[src/design/dets_pkg.sv]
// shared types and constants for the delayed event task scheduler
package dets_pkg;
   localparam int TASKS = 8;
   localparam int EVENT_SLOTS = 16;
   localparam int SLOT_W = $clog2(EVENT_SLOTS);
   localparam int TASK_W = 3;
   localparam int CNT_W = $clog2(EVENT_SLOTS + 1);

   localparam logic [2:0] CMD_SEND = 3'd0;
   localparam logic [2:0] CMD_CLEAR = 3'd1;
   localparam logic [2:0] CMD_TICK = 3'd2;
   localparam logic [2:0] CMD_DISPATCH = 3'd3;
   localparam logic [2:0] CMD_REQUEUE = 3'd4;

   localparam logic [1:0] ST_OK = 2'd0;
   localparam logic [1:0] ST_NO_BITS = 2'd1;
   localparam logic [1:0] ST_BAD_TASK = 2'd2;
   localparam logic [1:0] ST_FULL = 2'd3;

   localparam logic CSR_TASK_COUNT = 1'b0;
   localparam logic CSR_IDLE_EN = 1'b1;

   typedef struct packed {
      logic [2:0] command;
      logic [2:0] task_number;
      logic [31:0] event_bits;
      logic [31:0] delay_ticks;
      logic periodic;
   } req_type;

   typedef struct packed {
      logic [1:0] status;
      logic ready_found;
      logic [2:0] ready_task;
      logic [31:0] handed_events;
      logic idle;
      logic [4:0] pending_delayed;
      logic [31:0] tick_total;
   } rsp_type;

   typedef struct packed {
      logic used;
      logic [TASK_W-1:0] task_id;
      logic [31:0] bits;
      logic [31:0] countdown;
      logic [31:0] reload;
   } slot_type;
endpackage

[src/design/dets_slot_table.sv]
// delayed event slot table: one slot read and written per cycle by index
module dets_slot_table (
   input  logic clock,
   input  logic reset,
   input  logic [dets_pkg::SLOT_W-1:0] rd_index,
   output dets_pkg::slot_type rd_slot,
   input  logic wr_en,
   input  logic [dets_pkg::SLOT_W-1:0] wr_index,
   input  dets_pkg::slot_type wr_slot
);
   dets_pkg::slot_type slots_ff [dets_pkg::EVENT_SLOTS];

   always_ff @(posedge clock) begin
      if (reset) begin
         for (int i = 0; i < dets_pkg::EVENT_SLOTS; i++) slots_ff[i].used <= 1'b0;
      end else if (wr_en) begin
         slots_ff[wr_index] <= wr_slot;
      end
   end

   assign rd_slot = slots_ff[rd_index];
endmodule

[src/design/delayed_event_task_scheduler.sv]
// top level of the delayed event task scheduler
// usage:
//  req_ channel carries one command per transfer (send, clear, tick, dispatch,
//  requeue); rsp_ channel returns exactly one result per command.
//  csr_ channel writes task_count (index 0) and idle_enabled (index 1), always ready.
// command flow:
//  every command walks the whole slot table one slot a cycle, then a done step
//  and an output step; rsp_valid is registered in the output step.
//  the next command is taken the cycle after the result transfer.
//  a single slot read/write port makes the walk go slot by slot.
//  req_stall is high while a command is in progress or a result waits.
// reset:
//  synchronous, clears state, rsp_valid, csr fields, pending flags, in-use bits, counters.
// stall:
//  a result held by rsp_stall stays on rsp_data; no new command is taken
//  until it is transferred.
module delayed_event_task_scheduler (
   input  logic clock,
   input  logic reset,
   input  logic req_valid,
   output logic req_stall,
   input  dets_pkg::req_type req_data,
   output logic rsp_valid,
   input  logic rsp_stall,
   output dets_pkg::rsp_type rsp_data,
   input  logic csr_valid,
   output logic csr_ready,
   input  logic csr_index,
   input  logic [3:0] csr_data
);
   typedef enum logic [3:0] {
      S_IDLE = 4'b0001,
      S_SCAN = 4'b0010,
      S_DONE = 4'b0100,
      S_OUT  = 4'b1000
   } state_type;

   state_type state_ff, state_in;
   dets_pkg::req_type cmd_ff;
   logic [3:0] task_count_ff;
   logic idle_en_ff;
   logic [31:0] pending_ff [dets_pkg::TASKS];
   logic [dets_pkg::CNT_W-1:0] used_ff;
   logic [dets_pkg::TASK_W-1:0] running_ff;
   logic [31:0] ticks_ff;
   logic [dets_pkg::CNT_W-1:0] idx_ff;
   // scan memory: first matching slot and first free slot
   logic match_ok_ff, free_ok_ff;
   logic [dets_pkg::SLOT_W-1:0] match_ff, free_ff;
   dets_pkg::rsp_type rsp_ff;
   logic rsp_valid_ff;

   dets_pkg::slot_type rd_slot, wr_slot;
   logic wr_en;
   logic [dets_pkg::SLOT_W-1:0] wr_index, rd_index;
   logic [dets_pkg::SLOT_W-1:0] idx_lo;
   logic [dets_pkg::TASK_W-1:0] cmd_task;
   logic task_ok;
   logic args_ok;
   logic [31:0] dec;
   logic hit;

   assign idx_lo = idx_ff[dets_pkg::SLOT_W-1:0];
   // the done step reads back the matched slot
   assign rd_index = (state_ff == S_DONE) ? match_ff : idx_lo;
   assign cmd_task = cmd_ff.task_number;
   // valid task when below min(task_count, TASKS)
   assign task_ok = ({1'b0, task_count_ff} > {2'b0, cmd_task});
   // send and clear go ahead only with flags and a valid task
   assign args_ok = (cmd_ff.event_bits != 32'd0) && task_ok;
   assign dec = rd_slot.countdown - 32'd1;
   assign hit = rd_slot.used && rd_slot.task_id == cmd_task && rd_slot.bits == cmd_ff.event_bits;

   dets_slot_table u_slots (
      .clock(clock), .reset(reset), .rd_index(rd_index), .rd_slot(rd_slot),
      .wr_en(wr_en), .wr_index(wr_index), .wr_slot(wr_slot)
   );

   assign csr_ready = 1'b1;
   assign req_stall = (state_ff != S_IDLE) || rsp_valid_ff;
   assign rsp_valid = rsp_valid_ff;
   assign rsp_data = rsp_ff;

   // tick writes each used slot under scan; a delayed send and a matching clear write in the done step
   always_comb begin
      wr_en = 1'b0;
      wr_index = idx_lo;
      wr_slot = rd_slot;
      if (state_ff == S_SCAN && cmd_ff.command == dets_pkg::CMD_TICK && rd_slot.used) begin
         wr_en = 1'b1;
         if (dec == 32'd0) begin
            if (rd_slot.reload == 32'd0) wr_slot.used = 1'b0;
            else wr_slot.countdown = rd_slot.reload;
         end else begin
            wr_slot.countdown = dec;
         end
      end else if (state_ff == S_DONE && cmd_ff.command == dets_pkg::CMD_SEND && args_ok &&
                   cmd_ff.delay_ticks != 32'd0) begin
         if (match_ok_ff) begin
            wr_en = 1'b1;
            wr_index = match_ff;
            wr_slot = rd_slot;
            wr_slot.countdown = cmd_ff.delay_ticks;
         end else if (free_ok_ff) begin
            wr_en = 1'b1;
            wr_index = free_ff;
            wr_slot.used = 1'b1;
            wr_slot.task_id = cmd_task;
            wr_slot.bits = cmd_ff.event_bits;
            wr_slot.countdown = cmd_ff.delay_ticks;
            wr_slot.reload = cmd_ff.periodic ? cmd_ff.delay_ticks : 32'd0;
         end
      end else if (state_ff == S_DONE && cmd_ff.command == dets_pkg::CMD_CLEAR && args_ok &&
                   match_ok_ff) begin
         wr_en = 1'b1;
         wr_index = match_ff;
         wr_slot.used = 1'b0;
      end
   end

   always_comb begin
      state_in = state_ff;
      case (state_ff)
         S_IDLE: if (req_valid && !req_stall) state_in = S_SCAN;
         S_SCAN: if (idx_ff == dets_pkg::CNT_W'(dets_pkg::EVENT_SLOTS - 1)) state_in = S_DONE;
         S_DONE: state_in = S_OUT;
         S_OUT:  state_in = S_IDLE;
         default: state_in = S_IDLE;
      endcase
   end

   always_ff @(posedge clock) begin
      if (reset) begin
         state_ff <= S_IDLE;
         task_count_ff <= 4'd0;
         idle_en_ff <= 1'b0;
         for (int t = 0; t < dets_pkg::TASKS; t++) pending_ff[t] <= 32'd0;
         used_ff <= '0;
         running_ff <= '0;
         ticks_ff <= 32'd0;
         rsp_valid_ff <= 1'b0;
         idx_ff <= '0;
      end else begin
         state_ff <= state_in;
         if (csr_valid) begin
            if (csr_index == dets_pkg::CSR_TASK_COUNT) task_count_ff <= csr_data;
            else idle_en_ff <= csr_data[0];
         end
         if (rsp_valid_ff && !rsp_stall) rsp_valid_ff <= 1'b0;
         case (state_ff)
            S_IDLE: begin
               if (req_valid && !req_stall) begin
                  cmd_ff <= req_data;
                  idx_ff <= '0;
                  match_ok_ff <= 1'b0;
                  free_ok_ff <= 1'b0;
                  if (req_data.command == dets_pkg::CMD_TICK) ticks_ff <= ticks_ff + 32'd1;
               end
            end
            S_SCAN: begin
               idx_ff <= idx_ff + 1'b1;
               if (hit && !match_ok_ff) begin
                  match_ok_ff <= 1'b1;
                  match_ff <= idx_lo;
               end
               if (!rd_slot.used && !free_ok_ff) begin
                  free_ok_ff <= 1'b1;
                  free_ff <= idx_lo;
               end
               if (cmd_ff.command == dets_pkg::CMD_TICK && rd_slot.used && dec == 32'd0) begin
                  pending_ff[rd_slot.task_id] <= pending_ff[rd_slot.task_id] | rd_slot.bits;
                  if (rd_slot.reload == 32'd0 && used_ff != '0) used_ff <= used_ff - 1'b1;
               end
            end
            S_DONE: begin : done_step
               dets_pkg::rsp_type r;
               logic fnd;
               r = '0;
               fnd = 1'b0;
               case (cmd_ff.command)
                  dets_pkg::CMD_SEND, dets_pkg::CMD_CLEAR: begin
                     if (cmd_ff.event_bits == 32'd0) r.status = dets_pkg::ST_NO_BITS;
                     else if (!task_ok) r.status = dets_pkg::ST_BAD_TASK;
                     else if (cmd_ff.command == dets_pkg::CMD_CLEAR) begin
                        pending_ff[cmd_task] <= pending_ff[cmd_task] & ~cmd_ff.event_bits;
                        if (match_ok_ff && used_ff != '0) used_ff <= used_ff - 1'b1;
                     end else if (cmd_ff.delay_ticks == 32'd0) begin
                        pending_ff[cmd_task] <= pending_ff[cmd_task] | cmd_ff.event_bits;
                     end else if (!match_ok_ff) begin
                        if (free_ok_ff) used_ff <= used_ff + 1'b1;
                        else r.status = dets_pkg::ST_FULL;
                     end
                  end
                  dets_pkg::CMD_DISPATCH: begin
                     for (int t = 0; t < dets_pkg::TASKS; t++) begin
                        if (!fnd && {1'b0, task_count_ff} > 5'(t) && pending_ff[t] != 32'd0) begin
                           fnd = 1'b1;
                           r.ready_found = 1'b1;
                           r.ready_task = 3'(t);
                           r.handed_events = pending_ff[t];
                           pending_ff[t] <= 32'd0;
                           running_ff <= dets_pkg::TASK_W'(t);
                        end
                     end
                     if (!fnd && idle_en_ff && used_ff == '0) r.idle = 1'b1;
                  end
                  dets_pkg::CMD_REQUEUE:
                     pending_ff[running_ff] <= pending_ff[running_ff] | cmd_ff.event_bits;
                  default: ;
               endcase
               rsp_ff <= r;
            end
            S_OUT: begin
               // counters are final here, so the result is registered for output
               rsp_valid_ff <= 1'b1;
               rsp_ff.pending_delayed <= 5'(used_ff);
               rsp_ff.tick_total <= ticks_ff;
            end
            default: ;
         endcase
      end
   end
endmodule

[config.mk]
export PLATFORM = sky130hd
export DESIGN_NAME = delayed_event_task_scheduler
export DESIGN_NICKNAME = d
export VERILOG_FILES = /design/src/design/dets_pkg.sv /design/src/design/dets_slot_table.sv /design/src/design/delayed_event_task_scheduler.sv
export SDC_FILE = /design/constraint.sdc
export NUM_CORES = 2
export LEC_CHECK = 0
export CORE_MARGIN = 3
export CORE_UTILIZATION = 45
export CTS_BUF_LIST = sky130_fd_sc_hd__clkbuf_16
export CTS_CLUSTER_SIZE = 28
export DETAILED_ROUTE_END_ITERATION = 10
export DONT_BUFFER_PORTS = 1
export SYNTH_ARGS = -nofsm -noshare
export SYNTH_HDL_FRONTEND = slang
export SYNTH_HIERARCHICAL = 1
export SYNTH_SLANG_ARGS = --single-unit
[constraint.sdc]
create_clock -name clock -period 27.1 [get_ports clock]
set_input_delay 1.355 -clock clock [delete_from_list [all_inputs] [get_ports clock]]
set_output_delay 1.355 -clock clock [all_outputs]
set_load 0.005 [all_outputs]
==> out/summary.txt <==
Register Area: 61680 sq um
kind of critical path: reg2reg
area taken by multi-input logic gates: 26830 sq um
Peak VDD IR: 0.07273 mV
Setup Buffers After CTS: 0
skew final: 0.06769 ns
post-CTS sizing: 0
Arrival @ worst endpoint: 9.64 ns
port buffer count: 0
number of antenna-violating nets in the routed design: 0
Yosys warning count: 6
Leakage: 31.43 nW
DR DRC count: 0
number of global-route vias before repair: 50.41k
drt via density: 6.476
die extent in y: 453.3 um
Layout area overhead: 11.73%
drt pass-1 iters: 8
Die Width: 453.3 um
global-route wire length before repair: 370.2 mm
total grt overflow: 0
post-cts hold buffer count: 0
initial antenna violation count: 12
Seq/Total Area, Yosys: 68.50%
layout cell share with drive strength beyond 1: 23.69%
average size of a mapped cell: 17.39 sq um
fin crit share: 33.52%
most common cell after layout, fill and taps aside: edfxtp_1
core area: 198000 sq um
RSZ-0062 raised after global routing: false
clock sink count: 2074
Slew Limit Fails: 0
Post-Synthesis Cells: 5176
Non-Filler Instances: 8041
Max clock buf depth: 3
Hold Path Origin: idle_en_ff
Filler cells: 15.97k
Slew @ Worst Pin: 1.386 ns
CP Launch Type: flip-flop
worst path required time: 27.66 ns
CTS Root Cell: clkbuf_16
wire per inst: 32.00 um
r2r setup slk: 18.02 ns
critical path endpoint category: flip-flop
CTS Buf Count: 212
placed insts: 7637
Worst R2R End: pending_ff[7][11]
detailed placer's ending HPWL: 148.0 mm
Hold Path Sink: idle_en_ff
Clk Latency, worst-skew pair: 0.88 ns
cell depth of the worst flop-to-flop path: 18
Max Fclk: 110.1 MHz
Post-synth EDFFs: 2013
final setup TNS: 0 ns
IO Pins: 160
RePlAce Congestion: 0.9242
Total GRT Usage: 24.86%
final setup fails: 0
syn_nets: 5268
Reg clk slew, reported paths: 0.06 ns
highest net fanout along the worst path: 47
fraction of registers with async set/reset: 0%
#FFs+latches synth: 2074
Worst slew margin: 7.614%
WHS Path Cells: 2
Initial Utilization: 45.46%
Rows: 163
Primary FF master, synth: edfxtp_1
Via Count: 52.08k
largest net degree at the start of global routing: 102
commonest cells after routing, fill and taps aside: edfxtp_1 (2013), mux4_2 (592), nor2_1 (386), nand2_1 (332), a22oi_1 (253)
power density cells: 66.93 nW/um^2
Hold Vio Cnt, Final: 0
Final min period: 9.084 ns
Nets: 5305
CTS H-tree depth: 4
CTS tree: done
status: finished clean
reg2reg start: state_ff[0]
Die Area: 205500 sq um
Worst Hold Class: reg2reg
max cap viols: 0
Post-Syn Area: 90030 sq um
Distinct cells, synth: 80
final wirelength: 257.3 mm
initial DRC count: 7580
[registers in the layout (all words and copies together) (netlist names), 3 cells and up, named ones only]
| register | flops |
|---|---|
| ticks_ff | 32 |
| running_ff | 3 |
| free_ff | 4 |
| pending_ff | 256 |
| used_ff | 5 |
| u_slots/slots_ff | 1600 |
| cmd_ff | 68 |
| idx_ff | 5 |
| state_ff | 4 |
| task_count_ff | 4 |
| match_ff | 4 |
| cmd_task | 3 |
| rsp_data | 76 |
[Yosys cell counts, drive strengths merged, types with 18 or more instances]
cell type  count  area, sq um
o21ai         94        481.7
mux2         105         1182
or2           20        125.1
a21oi         87        435.4
dfxtp         61         1221
a22oi        253         1899
nand4         41        262.8
mux4         592        13330
or3           18        112.6
mux2i         67        674.4
nor2         406         1529
xor2          37        324.1
o2111ai       22        192.7
nand3         49        245.2
edfxtp      2013        60450
and2          61        381.6
xnor2         45        394.1
nand2        338         1269
buf          149        991.0
clkbuf       187        701.9
nor3          32        160.2
nor4         123        805.8
o211ai        76        680.7
inv           50        187.7
o31ai         23        172.7
nor2b         29        181.4
[where the power goes]
| group | leakage [nW] | internal, mW | switching (mW) |
|---|---|---|---|
| sequential | 19.0 | 3.50 | 0.0442 |
| clock | 3.65 | 1.73 | 1.26 |
| combinational | 8.81 | 0.0778 | 0.112 |
[cells by family (layout without fill, tap and decap cells)]
kind of cell	after synthesis	after routing	synth area share (%)
AO/OA/AOI/OAI	671	671	5.357
XOR/XNOR	82	82	0.7977
adder cells (fa/ha/maj)	11	11	0.1529
buffers and inverters	387	611	2.093
flip-flops	2074	2074	68.50
multiplexers	764	764	16.87
other	1	2	0.004165
AND/OR/NAND/NOR	1186	1186	6.227
[metrics by stage]
stage               hold slack [ns]  util [%]  power (mW)  setup slack [ns]  instance area [sq um]
floorplan                    0.4319         -       3.720             15.42                  90030
global placement             0.4386     47.12       3.796             17.95                  93320
detailed placement           0.4676     47.12       3.798             17.90                  93320
CTS                          0.4751     50.79       6.779             17.88                 100600
global route                 0.5073     50.80       6.922             17.14                 100600
finish                       0.4762     50.80       6.733             18.02                 100600
[critical path, stage by stage, from the launching register on]
cell and delay, ns:
dfxtp_1 0.37, nor4b_1 0.75, nand2_1 0.21, nand2_4 0.55
buf_4 0.86, buf_4 0.82, mux4_2 0.59, a22oi_1 0.20
nand2_1 0.22, or4_4 0.64, or4_1 0.71, a2111oi_0 0.48
o31ai_1 0.19, nand4_2 0.18, nor4_4 0.07, buf_4 0.24
o211ai_4 0.79, nand2_1 0.38, buf_4 0.36
[worst max-delay path by stage]
stage | start | endpoint | slack, ns | depth (start not counted)
6_report | state_ff[0] | pending_ff[7][11] | 18.02 | 18
5_1_grt | state_ff[2] | pending_ff[7][31] | 17.14 | 18
4_1_cts | state_ff[0] | pending_ff[7][31] | 17.88 | 18
3_5_place_dp | state_ff[0] | pending_ff[7][7] | 17.90 | 18
3_3_place_gp | state_ff[0] | pending_ff[5][7] | 17.95 | 18
2_1_floorplan | state_ff[0] | u_slots/slots_ff[0][99] | 15.42 | 20
[final cells by class]
| class | count | area share, % |
|---|---|---|
| clock inverters | 185 | 1.838 |
| clock buffers | 216 | 5.373 |
| multi-input cells | 2715 | 26.67 |
| diodes | 1 | 0.002488 |
| flip-flops and latches | 2074 | 61.32 |
| inverters | 51 | 0.1903 |
| well taps | 2640 | 3.284 |
| repair buffers | 159 | 1.318 |
[routing by layer]
metal	track usage, %	routed length, um
met3	5.590	26780
met1	36.28	104700
met2	37.41	117700
met5	0	34
met4	7.740	8027
Power figures use the tool's default switching activity.
